--- src/hw/rtl/mvs_pkg.sv ---
// shared types and constants for the flow sketch
package mvs_pkg;
   localparam int NUM_ROWS = 4;
   localparam int BUCKETS_PER_ROW = 1024;
   localparam int IDX_W = $clog2(BUCKETS_PER_ROW);
   localparam int IN_IDX_W = 10;
   localparam int CNT_W = 32;
   localparam int AMT_W = 16;
   localparam int QDEPTH = 2;
   localparam logic [CNT_W-1:0] SAT = '1;

   typedef enum logic {KIND_INSERT = 1'b0, KIND_QUERY = 1'b1} kind_type;

   typedef struct packed {
      logic [31:0] sip;
      logic [31:0] dip;
      logic [31:0] ports;
      logic [7:0] proto;
   } key_type;

   typedef struct packed {
      kind_type kind;
      key_type key;
      logic [AMT_W-1:0] amount;
      logic [NUM_ROWS-1:0][IDX_W-1:0] idx;
   } op_type;

   typedef struct packed {
      key_type key;
      logic [CNT_W-1:0] total;
      logic [CNT_W-1:0] vote;
   } bucket_type;

   function automatic logic [CNT_W-1:0] sat_add(logic [CNT_W-1:0] a, logic [CNT_W-1:0] b);
      logic [CNT_W:0] s;
      s = {1'b0, a} + {1'b0, b};
      return s[CNT_W] ? SAT : s[CNT_W-1:0];
   endfunction
endpackage

--- src/hw/rtl/mvs_outq.sv ---
// result queue that decouples the back part from the receiver
module mvs_outq (
   input  logic clock,
   input  logic reset,
   input  logic wr,
   input  logic [mvs_pkg::CNT_W-1:0] din,
   output logic room,
   output logic empty,
   input  logic pop,
   output logic [mvs_pkg::CNT_W-1:0] dout
);
   logic [1:0][mvs_pkg::CNT_W-1:0] mem_ff;
   logic wp_ff, rp_ff;
   logic [1:0] cnt_ff;
   logic rd;
   // room only when two free so one in-flight write always fits
   assign room = (cnt_ff == 2'd0);
   assign empty = (cnt_ff == 2'd0);
   assign dout = mem_ff[rp_ff];
   assign rd = pop && !empty;
   always_ff @(posedge clock) begin
      if (reset) begin
         wp_ff <= 1'b0;
         rp_ff <= 1'b0;
         cnt_ff <= '0;
      end else begin
         if (wr) wp_ff <= ~wp_ff;
         if (rd) rp_ff <= ~rp_ff;
         cnt_ff <= cnt_ff + {1'b0, wr} - {1'b0, rd};
      end
      if (wr) mem_ff[wp_ff] <= din;
   end
endmodule

--- config.mk ---
export PLATFORM = sky130hd
export DESIGN_NAME = mvs_outq
export DESIGN_NICKNAME = d
export VERILOG_FILES = /design/src/hw/rtl/mvs_pkg.sv /design/src/hw/rtl/mvs_outq.sv
export SDC_FILE = /design/constraint.sdc
export NUM_CORES = 1
export LEC_CHECK = 0
export BUFFER_PORTS_ARGS = -buffer_cell sky130_fd_sc_hd__buf_4
export CAP_MARGIN = 40
export CORE_MARGIN = 2
export CORE_UTILIZATION = 55
export DETAILED_ROUTE_END_ITERATION = 8
export GPL_TIMING_DRIVEN = 1
export PLACE_DENSITY_LB_ADDON = 0.3
export SLEW_MARGIN = 20
export SYNTH_ARGS = -nofsm -noshare
export SYNTH_HDL_FRONTEND = slang
export SYNTH_SLANG_ARGS = --single-unit
--- constraint.sdc ---
create_clock -name clock -period 6.3 [get_ports clock]
set_input_delay 1.26 -clock clock [delete_from_list [all_inputs] [get_ports clock]]
set_output_delay 1.26 -clock clock [all_outputs]
set_load 0.01 [all_outputs]
==> impl_metrics.json <==
{
  "wl_um": 4520,
  "io_buffers": 69,
  "syn_inst": 121,
  "die_h_um": 72.1,
  "clock_skew_ns": 0.00713,
  "antenna_cells": 0,
  "worst_ep_required_time_ns": 5.04,
  "grt_pass1_vias": 1452,
  "fin_nets": 237,
  "crit_slowest_cell": "dfxtp_1",
  "synth_seq_cells": 68,
  "setup_tns_ns": 0,
  "drt_first_pass_iters": 4,
  "vias": 1332,
  "cts-buffers-inserted": 9,
  "vdd_drop_max_mv": 0.248,
  "slew_violations": 0,
  "syn-num-nets": 159,
  "hp-class": "flip-flop to flip-flop",
  "drive_gt1_share_pct": 59.8,
  "design.core.area_um2": 4410,
  "avgSynthCellArea_um2": 21.1,
  "status": "finished clean",
  "grt_max_degree": 33,
  "core.rowCount": 24,
  "antenna_found_initial": 0,
  "crit_arrival_ns": 2.05,
  "syn_to_final_growth_pct": 32.4,
  "grt_setup_unrepaired": "false",
  "cp_slowest_stage_delay_ns": 0.77,
  "cp_num_buf_inv": 2,
  "post-route-min-period_ns": 3.31,
  "fp.dieW_um": 72.1,
  "crit_chain": "buf_4 -> mux2_2 -> buf_4",
  "initial_core_util_pct": 57.7,
  "timing.slew.headroom_pct": 53.7,
  "setup.worst_path.class": "flip-flop to output pin",
  "post-route-drc-count": 0,
  "overflow": 0,
  "wl_per_cell_um": 17.7,
  "grt_first_pass_wirelength_um": 7070,
  "hpwl_um": 3060,
  "clk_pin_slew_worst_paths_ns": 0.07,
  "syn_area_um2": 2550,
  "clockBufferDepth": 2,
  "cp-start-kind": "flip-flop",
  "cts_sinks": 68,
  "synth.yosys.seq_area_share_pct": 78.5,
  "clkLatencyLatePin_ns": 0.34,
  "fin_crit_sh_pct": 52.5,
  "whs_ns": 0.609,
  "hold_viol": 0,
  "cts_resized": 0,
  "clockRootBuffer": "clkbuf_8",
  "vias_per_cell": 5.20,
  "setup_violations": 0,
  "cp-end-kind": "output pin",
  "place_congestion": 0.651,
  "cts_tree": "built",
  "grt_usage_pct": 19.4,
  "hold_buffers": 0,
  "cts_max_level": 3,
  "die_area_um2": 5190,
  "ys_types": 15,
  "worst_pin_slew_ns": 0.694,
  "critical_path_peak_fanout": 19,
  "max_freq_ghz": 0.302,
  "cap_violations": 0,
  "ys_warn_count": 0,
  "power_density_nw_per_um2": 374,
  "io_pins": 70,
  "ant_nets": 0,
  "drt-initial-drc-count": 78,
  "cp_top_family": "flip-flops",
  "cp_common_cell": "buf_4",
  "p_leak_nw": 1.30,
  "post_cts_buffers": 0
}
synthesized netlist by cell type (all sizes together):
| cell type | number | area share [%] |
|---|---|---|
| and2 | 1 | 0.25 |
| buf | 5 | 2.2 |
| dfxtp | 4 | 3.1 |
| edfxtp | 64 | 75 |
| ha | 2 | 0.98 |
| inv | 2 | 0.29 |
| mux2 | 33 | 15 |
| nor2 | 4 | 0.59 |
| nor2b | 3 | 0.74 |
| o21a | 1 | 0.29 |
| xnor2 | 1 | 0.34 |
| xnor3 | 1 | 0.88 |
report_power, final:
| part | switching [mW] | total (mW) | internal [mW] |
|---|---|---|---|
| Sequential | 0.0226 | 0.555 | 0.532 |
| Combinational | 0.113 | 0.276 | 0.163 |
| Clock | 0.158 | 0.431 | 0.273 |
final cells by class:
type / count / area, um^2
clock buffers: 10 / 138
clock inverters: 6 / 111
fillers: 263 / 1040
inverters: 2 / 7.51
multi-input cells: 46 / 490
flip-flops and latches: 68 / 2000
well taps: 52 / 65.1
repair buffers: 72 / 561
per-layer routing:
layer | track usage (%) | vias to the layer above | routed length, um
li1 | - | 618 | -
met1 | 19.8 | 674 | 1620
met2 | 35.2 | 36 | 2610
met3 | 6.67 | 4 | 234
met4 | 9.43 | 0 | 55
met5 | 0 | - | 0
worst min-delay path: cells and delay by family, from the launching register on:
family                    cells  cell delay, ns
DFF                           1            0.35
xor gates and xnor gates      1            0.17
and+or+nand+nor               1            0.04
state kept, by name (all words and copies together) (netlist names):
register / cells
mem_ff: 64
cnt_ff: 2
rp_ff: 1
wp_ff: 1
final timing paths:
kind	start	endpoint	slack, ns	cells past startpoint
setup / recovery	rp_ff	dout[26]	2.99	3
hold / removal	wp_ff	wp_ff	0.61	2
setup reg to reg	rp_ff	rp_ff	4.67	3
hold reg to reg	wp_ff	wp_ff	0.61	2
per-stage QoR:
| step | util, % | instances | power, mW | cell area (um^2) | worst slack (ns) |
|---|---|---|---|---|---|
| floorplan | - | 121 | 0.732 | 2550 | 3.17 |
| global placement | 70.2 | 239 | 0.823 | 3100 | 3.41 |
| detailed placement | 70.8 | 240 | 0.845 | 3130 | 3.36 |
| CTS | 76.4 | 256 | 1.28 | 3370 | 2.98 |
| global route | 76.4 | 256 | 1.32 | 3370 | 2.90 |
| finish | 76.4 | 256 | 1.26 | 3370 | 2.99 |
cells by family after synthesis:
logic type / count (synthesis) / synth area share, %
compound gates: 1 / 0.295
xor+xnor: 2 / 1.23
fa+ha+maj: 2 / 0.982
buf+inv: 7 / 2.50
flops: 68 / 78.5
mux: 33 / 14.9
simple gates: 8 / 1.57
layout by cell type, fill, tap and decap left out, types with 2 or more instances in the layout:
cell,Yosys,routed
nor2b_1,3,2
inv_1,2,2
mux2_4,2,2
edfxtp_1,64,64
clkbuf_8,0,10
mux2_2,31,31
dfxtp_1,4,4
nor2_1,4,4
ha_1,2,2
buf_4,1,71
bufinv_16,0,3
Note: power is estimated with default switching activity, not from simulation.
