`src/hw/rtl/mvs_pkg.sv`:
```
// shared types and constants for the flow sketch
package mvs_pkg;
   localparam int NUM_ROWS = 4;
   localparam int BUCKETS_PER_ROW = 1024;
   localparam int IDX_W = $clog2(BUCKETS_PER_ROW);
   localparam int IN_IDX_W = 10;
   localparam int CNT_W = 32;
   localparam int AMT_W = 16;
   localparam int QDEPTH = 2;
   localparam logic [CNT_W-1:0] SAT = '1;

   typedef enum logic {KIND_INSERT = 1'b0, KIND_QUERY = 1'b1} kind_type;

   typedef struct packed {
      logic [31:0] sip;
      logic [31:0] dip;
      logic [31:0] ports;
      logic [7:0] proto;
   } key_type;

   typedef struct packed {
      kind_type kind;
      key_type key;
      logic [AMT_W-1:0] amount;
      logic [NUM_ROWS-1:0][IDX_W-1:0] idx;
   } op_type;

   typedef struct packed {
      key_type key;
      logic [CNT_W-1:0] total;
      logic [CNT_W-1:0] vote;
   } bucket_type;

   function automatic logic [CNT_W-1:0] sat_add(logic [CNT_W-1:0] a, logic [CNT_W-1:0] b);
      logic [CNT_W:0] s;
      s = {1'b0, a} + {1'b0, b};
      return s[CNT_W] ? SAT : s[CNT_W-1:0];
   endfunction
endpackage

```
`src/hw/rtl/mvs_front.sv`:
```
// front part: takes requests and packs them into the operation queue
module mvs_front (
   input  logic clock,
   input  logic reset,
   input  logic push,
   output logic full,
   input  mvs_pkg::op_type op_in,
   output logic q_valid,
   input  logic q_take,
   output mvs_pkg::op_type q_op
);
   localparam int PW = $clog2(mvs_pkg::QDEPTH);
   mvs_pkg::op_type mem_ff [mvs_pkg::QDEPTH];
   logic [PW-1:0] wp_ff, rp_ff;
   logic [PW:0] cnt_ff, cnt_in;
   logic wr, rd;

   assign full = (cnt_ff == (PW+1)'(mvs_pkg::QDEPTH));
   assign q_valid = (cnt_ff != '0);
   assign q_op = mem_ff[rp_ff];
   assign wr = push && !full;
   assign rd = q_take && q_valid;
   always_comb begin
      cnt_in = cnt_ff;
      if (wr && !rd) cnt_in = cnt_ff + 1'b1;
      else if (rd && !wr) cnt_in = cnt_ff - 1'b1;
   end

   always_ff @(posedge clock) begin
      if (reset) begin
         wp_ff <= '0;
         rp_ff <= '0;
         cnt_ff <= '0;
      end else begin
         if (wr) wp_ff <= wp_ff + 1'b1;
         if (rd) rp_ff <= rp_ff + 1'b1;
         cnt_ff <= cnt_in;
      end
   end
   always_ff @(posedge clock) begin
      if (wr) mem_ff[wp_ff] <= op_in;
   end
endmodule

```
`config.mk`:
```
export PLATFORM = sky130hd
export DESIGN_NAME = mvs_front
export DESIGN_NICKNAME = d
export VERILOG_FILES = /design/src/hw/rtl/mvs_pkg.sv /design/src/hw/rtl/mvs_front.sv
export SDC_FILE = /design/constraint.sdc
export NUM_CORES = 1
export LEC_CHECK = 0
export BUFFER_PORTS_ARGS = -buffer_cell sky130_fd_sc_hd__buf_2
export CAP_MARGIN = 5
export CORE_ASPECT_RATIO = 0.5
export CORE_MARGIN = 4
export CORE_UTILIZATION = 43
export CTS_CLUSTER_DIAMETER = 30
export CTS_CLUSTER_SIZE = 14
export DETAILED_ROUTE_END_ITERATION = 7
export PLACE_DENSITY = 0.7
export SLEW_MARGIN = 20
export SYNTH_ARGS = -nofsm -noshare
export SYNTH_HDL_FRONTEND = slang
export SYNTH_SLANG_ARGS = --single-unit
```
`constraint.sdc`:
```
create_clock -name clock -period 5.2 [get_ports clock]
set_input_delay 1.04 -clock clock [delete_from_list [all_inputs] [get_ports clock]]
set_output_delay 1.04 -clock clock [all_outputs]
set_load 0.1 [all_outputs]
```
==> impl_summary.txt, run 1 <==
----------------------------------------------------
[Synth]
  Async S/R FF share, synth ... 0%
  Most frequent cell after synthesis ... edfxtp_1
  Number of warning messages in the yosys log ... 0
  Largest area contributor in the synthesized netlist ... edfxtp_1
  Area share of the largest cell type after synthesis ... 79.3%
  Unique cell type count in the Yosys netlist ... 16
  Ys flop type ... edfxtp_1
  Sequential share of the synthesized area ... 80.1%
  Commonest cells in the synthesized netlist ... edfxtp_1, mux2_4, mux2_2, buf_6, buf_2
  Post-synth EDFFs ... roughly 320
  Number of storage elements in the synthesis netlist ... 327
  Synth top area cells ... edfxtp_1, mux2_4, mux2_2, buf_6, dfxtp_1
  Synthesized net count ... 692
  Post-synthesis average cell area ... 23.2 um^2
  Total standard cell area after synthesis ... 12,200 um^2
  Gate Count Post-Synth ... 526

[Finish]
  Proportion of layout cells with a drive suffix above 1 ... 61.5%
  Reg area ... roughly 9800 um^2
  Post-layout net count ... 1,052
  Filler Cells Inserted ... about 2,200
  Area occupied by multi-input gates ... 2260 um^2
  Post-synthesis to final-layout area growth ... 28.9%

[Clocking]
  TritonCTS clock tree ... yes
  Clk pin slew, worst setup/hold paths ... 0.06 ns
  Hold-fix buffer count after cts ... 0
  TritonCTS sink count ... 327
  # resized after CTS ... 0
  Maximum count of clock buffers along a single path ... 3
  H-tree lvl count ... 2
  Clock insertion delay at the later pin of the skew report ... 0.52 ns
  Root buf cell ... clkbuf_16
  Number of buffers inserted to repair setup after CTS ... 0
  TritonCTS buffer count ... 41

[Timing]
  Worst Skew ... ~0.018 ns
  Number of failing setup endpoints in the final timing report ... 0
  Setup repair after global routing missed its margin ... false
  Max-Slew Margin vs Limit ... around 40%
  Max Transition Viols Final ... 0
  Min Clock Period, post-route ... ~3.6 ns
  Final period utilization ... 69.4%
  Maximum frequency from static timing analysis ... 277 MHz
  Setup tns final ... 0 ns
  Slew at the pin closest to its max-slew limit ... 0.894 ns
  Final hold vios ... 0

[Placed design]
  Count of port buffers added during placement ... 327
  HPWL after DPL ... 17.8 mm
  RePlAce Congestion ... 0.816

[Run]
  MaxCap Viol Count ... 0

[Floorplanning]
  Initial Utilization ... 43.8%
  Total core area ... roughly 28,000 um^2
  Number of ports placed on the die boundary ... around 330
  Die width ... 246 um
  Area enclosed by the die boundary ... approximately 31,000 um^2
  Chip height ... between 100 and 150 um
  Count of standard-cell rows ... 43

[GRT]
  Total global routing overflow ... 0
  Number of global-route vias before repair ... about 6,600
  Global-route wire length before repair ... 38.0 mm
  Pin count of the biggest net entering global routing ... 82
  Initial antenna violation count ... 4
  Global Route Usage Sum ... 15.9%

[Worst setup path]
  Peak fanout along the critical path ... between 50 and 60
  Setup crit end kind ... primary output
  Data arrival, critical path ... 2.57 ns
  Worst setup path category ... reg -> out
  Startpoint kind of the worst setup timing path ... register
  Endpoint required time on the critical path ... 4.16 ns

[Run status]
  Result of the run ... finished, final reports clean

[Drt]
  Pre-Repair DR Iteration Count ... 5
  Average wire per standard cell ... between 15 and 20 um
  Via/cell ratio ... 4.73
  DRC viols ... 0
  Total wirelength of the detailed-routed design ... between 20 and 30 mm
  Iter 0 DRT Violations ... 336
  Via count of the routed design ... 6,170
  Antenna Violating Nets Remaining ... 0

[Hold path]
  Class of the tightest hold or removal check ... reg -> reg

----------------------------------------------------
cells in the final DEF (no fill, tap or decap), drive strengths merged:
master,instances
nor2b,1
bufinv,6
edfxtp,322
xor2,3
clkinvlp,3
clkbuf,49
dfxtp,5
clkinv,10
or3,2
inv,9
nor2,4
ha,1
a21oi,2
buf,335
diode,4
or2,1
and2,1
mux2,161
o21ai,3
final timing paths:
path / endpoint / from / slack (ns) / depth (start not counted)
worst max register to register: mem_ff[0][93] / cnt_ff[0] / 2.80 / 4
worst min register to register: register / rp_ff / 0.50 / 2
worst max-delay path: q_op[139] / register / 1.59 / 3
worst min-delay path: register / rp_ff / 0.50 / 2
registers in the layout, indices dropped and copies added, names as in the netlist, named ones only:
signal,cells
cnt_ff,2
wp_ff,1
rp_ff,1
mem_ff,322
cells by family (layout without fill, tap and decap cells):
| logic type | Yosys count | count (layout) | share of synthesized area, % |
|---|---|---|---|
| simple gates | 9 | 9 | 0.380 |
| buf+inv | 20 | 412 | 1.36 |
| fa+ha+maj | 1 | 1 | 0.103 |
| mux | 161 | 161 | 17.6 |
| xor+xnor | 3 | 3 | 0.215 |
| flops | 327 | 327 | 80.1 |
| other cells | 0 | 4 | 0 |
| compound gates | 5 | 5 | 0.205 |
cell type report:
type                       count  area share, %
sequential                   327           62.2
tap                          382           3.04
timing repair buffer         335           11.2
multi-input combinational    179           14.4
clock buffer                  49           6.99
clock inverter                26           2.05
antenna                        4         0.0637
inverter                       2         0.0796
routing by layer:
metal	wire [um]	up-vias	track usage, %
met5	0	-	0
met4	729	0	5.73
met3	935	46	2.92
met2	14800	145	30.8
met1	9350	3139	17.4
li1	-	2840	-
per-stage QoR:
step / hold WS [ns] / setup slack, ns / instances / area (um^2) / util, %
floorplan: 0.452 / 0.125 / 526 / 12200 / -
global placement: 0.473 / 2.12 / 1225 / 14300 / 51.4
detailed placement: 0.489 / 2.09 / 1225 / 14300 / 51.4
CTS: 0.512 / 1.53 / 1300 / 15700 / 56.5
global route: 0.538 / 1.46 / 1304 / 15700 / 56.5
finish: 0.496 / 1.59 / 1304 / 15700 / 56.5
worst max-delay path: stages, from the launching register on:
cell and delay [ns]:
dfxtp_4 0.93, buf_12 0.38, mux2_2 0.37, buf_2 0.29
Power of run 1 is left out: the tool's default activity adds up to more than one toggle a clock period on the data nets, which glitch-free logic cannot reach.
==> inputs of run 2 (changes only) <==
==> constraint.sdc (replaced) <==
create_clock -name clock -period 3.19 [get_ports clock]
set_input_delay 0.638 -clock clock [delete_from_list [all_inputs] [get_ports clock]]
set_output_delay 0.638 -clock clock [all_outputs]
set_load 0.1 [all_outputs]
==> run 2 against run 1 <==
Compared with the run above:
- worst hold slack worse by 0.19 ns
- non-clock buffer count is 4 higher
- via count is 2.8% higher
- sequential cell count stayed put
- final cell count is 0.23% higher
- die area stayed put
- global-route usage is 0.33 points higher
- routed wire length is 2.2% higher
- sequential share of layout area is 0.20 points lower
- first-iteration DRC count is 15% lower
- cell area is 0.34% higher
- clock skew is 0.0044 ns lower
==> impl_summary.txt, run 2 (same netlist as run 1, synthesis figures left out) <==
----------------------------------------------------
[Worst setup path]
  Startpoint kind of the worst setup timing path ... register (unchanged)
  Setup crit end kind ... primary output (unchanged)
  Critical path capture point ... q_op[156] (was q_op[139])
  Origin of the critical flop-to-flop path ... cnt_ff[1] (was cnt_ff[0])
  Worst setup path category ... reg -> out (unchanged)
  Worst path max stage delay ... 0.64 ns (was 0.93 ns)
  Chain of cells forming the critical path ... buf_4 > mux2_2 > buf_2 (was buf_12 > mux2_2 > buf_2)
  Cell with the largest stage delay on the worst path ... dfxtp_4 (unchanged)
  Endpoint of the most critical register-to-register path ... mem_ff[0][113] (was mem_ff[0][93])
  Reg-to-reg setup timing slack ... 1.20 ns (was 2.80 ns)
  Endpoint required time on the critical path ... 2.55 ns (was 4.16 ns)
  Data arrival, critical path ... 2.27 ns (was 2.57 ns)
  Worst-case reg-to-reg path depth ... 4 (unchanged)
  Peak fanout along the critical path ... 24 (was 56)

[Clocking]
  Number of buffers inserted to repair setup after CTS ... 0 (unchanged)
  TritonCTS sink count ... 327 (unchanged)
  H-tree lvl count ... 2 (unchanged)
  TritonCTS buffer count ... 41 (unchanged)
  Maximum count of clock buffers along a single path ... 3 (unchanged)
  Clock insertion delay at the later pin of the skew report ... 0.51 ns (was 0.52 ns)
  Hold-fix buffer count after cts ... 0 (unchanged)
  Root buf cell ... clkbuf_16 (unchanged)
  # resized after CTS ... 0 (unchanged)
  TritonCTS clock tree ... yes (unchanged)
  Clk pin slew, worst setup/hold paths ... 0.06 ns (about the same)

[Timing]
  Maximum frequency from static timing analysis ... around 340 MHz
  Hold Worst Slack ... 0.308 ns (was 0.496 ns)
  Number of failing setup endpoints in the final timing report ... 0 (unchanged)
  Max Transition Viols Final ... 0 (unchanged)
  Final hold vios ... 0 (unchanged)
  Min Clock Period, post-route ... 2.91 ns
  Max-Slew Margin vs Limit ... 62.0% (was 40.4%)
  Slew at the pin closest to its max-slew limit ... 0.569 ns (was 0.894 ns)
  Worst Skew ... 0.0132 ns (was 0.0176 ns)
  Setup repair after global routing missed its margin ... false (unchanged)
  Setup tns final ... 0 ns (unchanged)
  Final period utilization ... 91.2%

[Finish]
  Post-synthesis to final-layout area growth ... 29.3% (was 28.9%)
  Largest reg by FF count ... mem_ff (unchanged)
  Post-layout utilization of the core ... 56.7% (was 56.5%)
  Registers with the highest flip-flop counts ... mem_ff (322), cnt_ff (2) (unchanged)
  Most common cell after layout, fill and taps aside ... buf_2 (unchanged)
  Commonest cells after routing, fill and taps aside ... buf_2, edfxtp_1, mux2_4 (unchanged)
  Number of flip-flops in the largest register ... 322 (unchanged)
  Proportion of layout cells with a drive suffix above 1 ... 62.4% (was 61.5%)
  Non-Filler Cell Area, Final ... 15,800 um^2 (was 15,700 um^2)
  Post-layout net count ... 1,056 (was 1,052)

[Placed design]
  HPWL after DPL ... 18.3 mm (was 17.8 mm)
  Count of port buffers added during placement ... 327 (unchanged)
  RePlAce Congestion ... 0.806 (was 0.816)
  Post-Place Cell Area ... 14,400 um^2 (was 14,300 um^2)

[GRT]
  Pin count of the biggest net entering global routing ... 67 (was 82)
  Initial antenna violation count ... 5 (was 4)
  Global Route Usage Sum ... 16.2% (was 15.9%)
  Global-route wire length before repair ... 38.9 mm (was 38.0 mm)
  Total global routing overflow ... 0 (unchanged)
  Number of global-route vias before repair ... 6,819 (was 6,580)

[Floorplanning]
  Number of ports placed on the die boundary ... 328 (unchanged)
  Die width ... 246 um (unchanged)
  Initial Utilization ... 43.8% (unchanged)
  Count of standard-cell rows ... 43 (unchanged)
  Total core area ... 27,800 um^2 (unchanged)
  Chip height ... 127 um (unchanged)
  Area enclosed by the die boundary ... 31,300 um^2 (unchanged)

[Drt]
  Via/cell ratio ... 4.85 (was 4.73)
  Average wire per standard cell ... 20.2 um (was 19.8 um)
  DRC viols ... 0 (unchanged)
  Iter 0 DRT Violations ... 284 (was 336)
  Pre-Repair DR Iteration Count ... 4 (was 5)
  Via count of the routed design ... 6,341 (was 6,170)
  Total wirelength of the detailed-routed design ... 26.4 mm (was 25.8 mm)
  Antenna Violating Nets Remaining ... 0 (unchanged)

[Run status]
  Result of the run ... finished, final reports clean (unchanged)

[Hold path]
  Class of the tightest hold or removal check ... in -> reg (was reg -> reg)

[Run]
  MaxCap Viol Count ... 0 (unchanged)

----------------------------------------------------
run 2: cell type report:
type,count,area [um^2]
fillers,2159,12000
well taps,382,478
clock buffers,44,1040
inverters,2,11.3
flip-flops and latches,327,9780
repair buffers,339,1840
clock inverters,29,340
multi-input cells,179,2280
diodes,5,12.5
run 2: worst max-delay path: cells and delay by family (launching register included):
family	cells	cell delay, ns
multiplexers	1	0.38
buffers and inverters	2	0.72
flip-flops	1	0.64
run 2: layer usage:
layer / global-route usage, % / share of wire [%] / wire length (um)
met2: 30.9 / 57 / 15000
met3: 2.73 / 3.4 / 901
met4: 7.76 / 4.0 / 1050
met5: 0 / 0 / 0
met1: 17.7 / 36 / 9450
run 2: how the worst min path moves through the flow:
| stage | startpoint | cells past startpoint | to |
|---|---|---|---|
| after floorplan | cnt_ff[1] | 2 | cnt_ff[1] |
| after global placement | cnt_ff[1] | 2 | cnt_ff[1] |
| after detailed placement | wp_ff | 2 | wp_ff |
| after CTS | op_in[14] | 1 | mem_ff[0][14] |
| after global routing | op_in[74] | 1 | mem_ff[1][74] |
| final | op_in[139] | 1 | mem_ff[1][139] |
run 2: stage by stage:
stage / instances / setup slack, ns
floorplan: 526 / -0.721
global placement: 1229 / 0.855
detailed placement: 1229 / 0.819
CTS: 1302 / 0.250
global route: 1307 / 0.175
finish: 1307 / 0.282
Power of run 2 is left out for the same reason.
==> inputs of run 3 (changes only) <==
--- a/config.mk
+++ b/config.mk
@@ -9,11 +9,11 @@
 export CAP_MARGIN = 5
 export CORE_ASPECT_RATIO = 0.5
 export CORE_MARGIN = 4
-export CORE_UTILIZATION = 43
+export CORE_UTILIZATION = 28
 export CTS_CLUSTER_DIAMETER = 30
 export CTS_CLUSTER_SIZE = 14
 export DETAILED_ROUTE_END_ITERATION = 7
-export PLACE_DENSITY = 0.7
+export PLACE_DENSITY = 0.6
 export SLEW_MARGIN = 20
 export SYNTH_ARGS = -nofsm -noshare
 export SYNTH_HDL_FRONTEND = slang
==> run 3 against run 2 <==
Compared with the run above:
- utilization fell by 18 points
- non-clock buffer count fell by 1
- register-to-register slack improved by 0.09 ns
- die area rose by 51%
- maximum frequency rose by 1.6%
- global-route usage fell by 3.9 points
- first-iteration DRC count rose by 24%
- clock skew rose by 0.0029 ns
- via count rose by 0.24%
- final cell count rose by 16%
- largest cell class unchanged
- highest routed layer unchanged
==> impl_summary.txt, run 3 (same netlist as run 1, synthesis figures left out) <==
----------------------------------------------------
[Drt]
  Via count of the routed design ... 6,356 (was 6,341)
  Average wire per standard cell ... 20.0 um (was 20.2 um)
  Total wirelength of the detailed-routed design ... 30.3 mm (was 26.4 mm)
  Antenna Violating Nets Remaining ... 0 (unchanged)
  Pre-Repair DR Iteration Count ... 4 (unchanged)
  Via/cell ratio ... 4.19 (was 4.85)
  DRC viols ... 0 (unchanged)
  Iter 0 DRT Violations ... 352 (was 284)

[Worst setup path]
  Origin of the critical flop-to-flop path ... cnt_ff[1] (unchanged)
  Data arrival, critical path ... 2.22 ns (was 2.27 ns)
  Startpoint kind of the worst setup timing path ... register (unchanged)
  Worst setup path category ... reg -> out (unchanged)
  Peak fanout along the critical path ... 45 (was 24)
  Setup crit end kind ... primary output (unchanged)
  Endpoint required time on the critical path ... 2.55 ns (about the same)

[Hold path]
  Hold Crit Start ... op_in[95] (was op_in[139])
  Class of the tightest hold or removal check ... in -> reg (unchanged)

[Floorplanning]
  Die width ... 303 um (was 246 um)
  Area enclosed by the die boundary ... 47,200 um^2 (was 31,300 um^2)
  Number of ports placed on the die boundary ... 328 (unchanged)
  Count of standard-cell rows ... 53 (was 43)
  Initial Utilization ... 28.7% (was 43.8%)
  Total core area ... 42,500 um^2 (was 27,800 um^2)
  Chip height ... 156 um (was 127 um)

[Timing]
  Worst Skew ... 0.0160 ns (was 0.0132 ns)
  Max Transition Viols Final ... 0 (unchanged)
  Number of failing setup endpoints in the final timing report ... 0 (unchanged)
  Max-Slew Margin vs Limit ... 63.6% (was 62.0%)
  Min Clock Period, post-route ... 2.86 ns (was 2.91 ns)
  Hold Worst Slack ... 0.283 ns (was 0.308 ns)
  Setup repair after global routing missed its margin ... false (unchanged)
  Final hold vios ... 0 (unchanged)
  Maximum frequency from static timing analysis ... 350 MHz (was 344 MHz)
  Final period utilization ... 89.7% (was 91.2%)
  Slew at the pin closest to its max-slew limit ... 0.549 ns (was 0.569 ns)

[Finish]
  Most common cell after layout, fill and taps aside ... buf_2 (unchanged)
  Number of flip-flops in the largest register ... 322 (unchanged)
  Post-layout net count ... 1,063 (was 1,056)
  Proportion of layout cells with a drive suffix above 1 ... 62.4% (about the same)
  Filler Cells Inserted ... 3,889 (was 2,159)
  Registers with the highest flip-flop counts ... mem_ff (322), cnt_ff (2) (unchanged)
  Commonest cells after routing, fill and taps aside ... buf_2, edfxtp_1, mux2_4 (unchanged)
  Largest reg by FF count ... mem_ff (unchanged)
  Post-synthesis to final-layout area growth ... 33.8% (was 29.3%)

[Clocking]
  TritonCTS clock tree ... yes (unchanged)
  Clock insertion delay at the later pin of the skew report ... 0.54 ns (was 0.51 ns)
  Clk pin slew, worst setup/hold paths ... 0.05 ns (was 0.06 ns)
  TritonCTS sink count ... 327 (unchanged)
  Hold-fix buffer count after cts ... 0 (unchanged)
  TritonCTS buffer count ... 49 (was 41)
  H-tree lvl count ... 2 (unchanged)
  Number of buffers inserted to repair setup after CTS ... 0 (unchanged)
  Maximum count of clock buffers along a single path ... 3 (unchanged)
  Root buf cell ... clkbuf_16 (unchanged)
  # resized after CTS ... 0 (unchanged)

[Placed design]
  HPWL after DPL ... 21.5 mm (was 18.3 mm)
  RePlAce Congestion ... 0.823 (was 0.806)
  Count of port buffers added during placement ... 327 (unchanged)

[Run status]
  Result of the run ... finished, final reports clean (unchanged)

[Run]
  MaxCap Viol Count ... 0 (unchanged)

[GRT]
  Number of global-route vias before repair ... 6,920 (was 6,819)
  Global-route wire length before repair ... 43.4 mm (was 38.9 mm)
  Initial antenna violation count ... 3 (was 5)
  Total global routing overflow ... 0 (unchanged)
  Pin count of the biggest net entering global routing ... 76 (was 67)
  Global Route Usage Sum ... 12.3% (was 16.2%)

----------------------------------------------------
run 3: cell count changes in the layout (fill, tap and decap cells not counted), moves of 2 or more:
| cell | previous run | this run |
|---|---|---|
| clkinvlp_4 | 3 | 6 |
| clkinv_2 | 4 | 1 |
| bufinv_16 | 5 | 7 |
| clkinv_8 | 2 | 0 |
| clkinv_1 | 4 | 8 |
| inv_8 | 1 | 5 |
| clkbuf_16 | 41 | 51 |
| clkbuf_1 | 3 | 5 |
| diode_2 | 5 | 3 |
| inv_6 | 7 | 4 |
run 3: worst paths after layout:
check	endpoint	slack [ns]	cells past startpoint
max	q_op[34]	0.33	3
min	mem_ff[1][95]	0.28	1
max reg2reg	mem_ff[0][135]	1.29	4
min reg2reg	wp_ff	0.51	2
run 3: cell type report:
cell class / instances / area, um^2 / area share (%)
tap: 577 / 722 / 4.42
antenna: 3 / 7.51 / 0.0460
sequential: 327 / 9780 / 59.9
multi-input combinational: 179 / 2280 / 13.9
timing repair buffer: 338 / 1820 / 11.2
inverter: 2 / 11.3 / 0.0690
clock buffer: 56 / 1290 / 7.94
clock inverter: 34 / 409 / 2.51
run 3: critical path, cell delays in order (launching register included):
cell and delay (ns):
dfxtp_4 0.61, buf_12 0.36, mux2_2 0.39, buf_2 0.29
run 3: per-layer routing:
layer / wire [um] / track usage (%) / part of all wire, %
met1: 9370 / 11.1 / 31
met5: 0 / 0 / 0
met3: 849 / 2.06 / 2.8
met4: 1050 / 5.24 / 3.5
met2: 19000 / 26.6 / 63
run 3: metrics by stage:
step | TNS, ns | worst slack [ns] | cell area [um^2] | cells | util, %
floorplan | -116.06 | -0.721 | 12200 | 526 | -
global placement | 0 | 0.878 | 14600 | 1423 | 34.4
detailed placement | 0 | 0.852 | 14600 | 1423 | 34.4
CTS | 0 | 0.277 | 16300 | 1513 | 38.4
global route | 0 | 0.218 | 16300 | 1516 | 38.4
finish | 0 | 0.329 | 16300 | 1516 | 38.4
Power of run 3 is left out for the same reason.
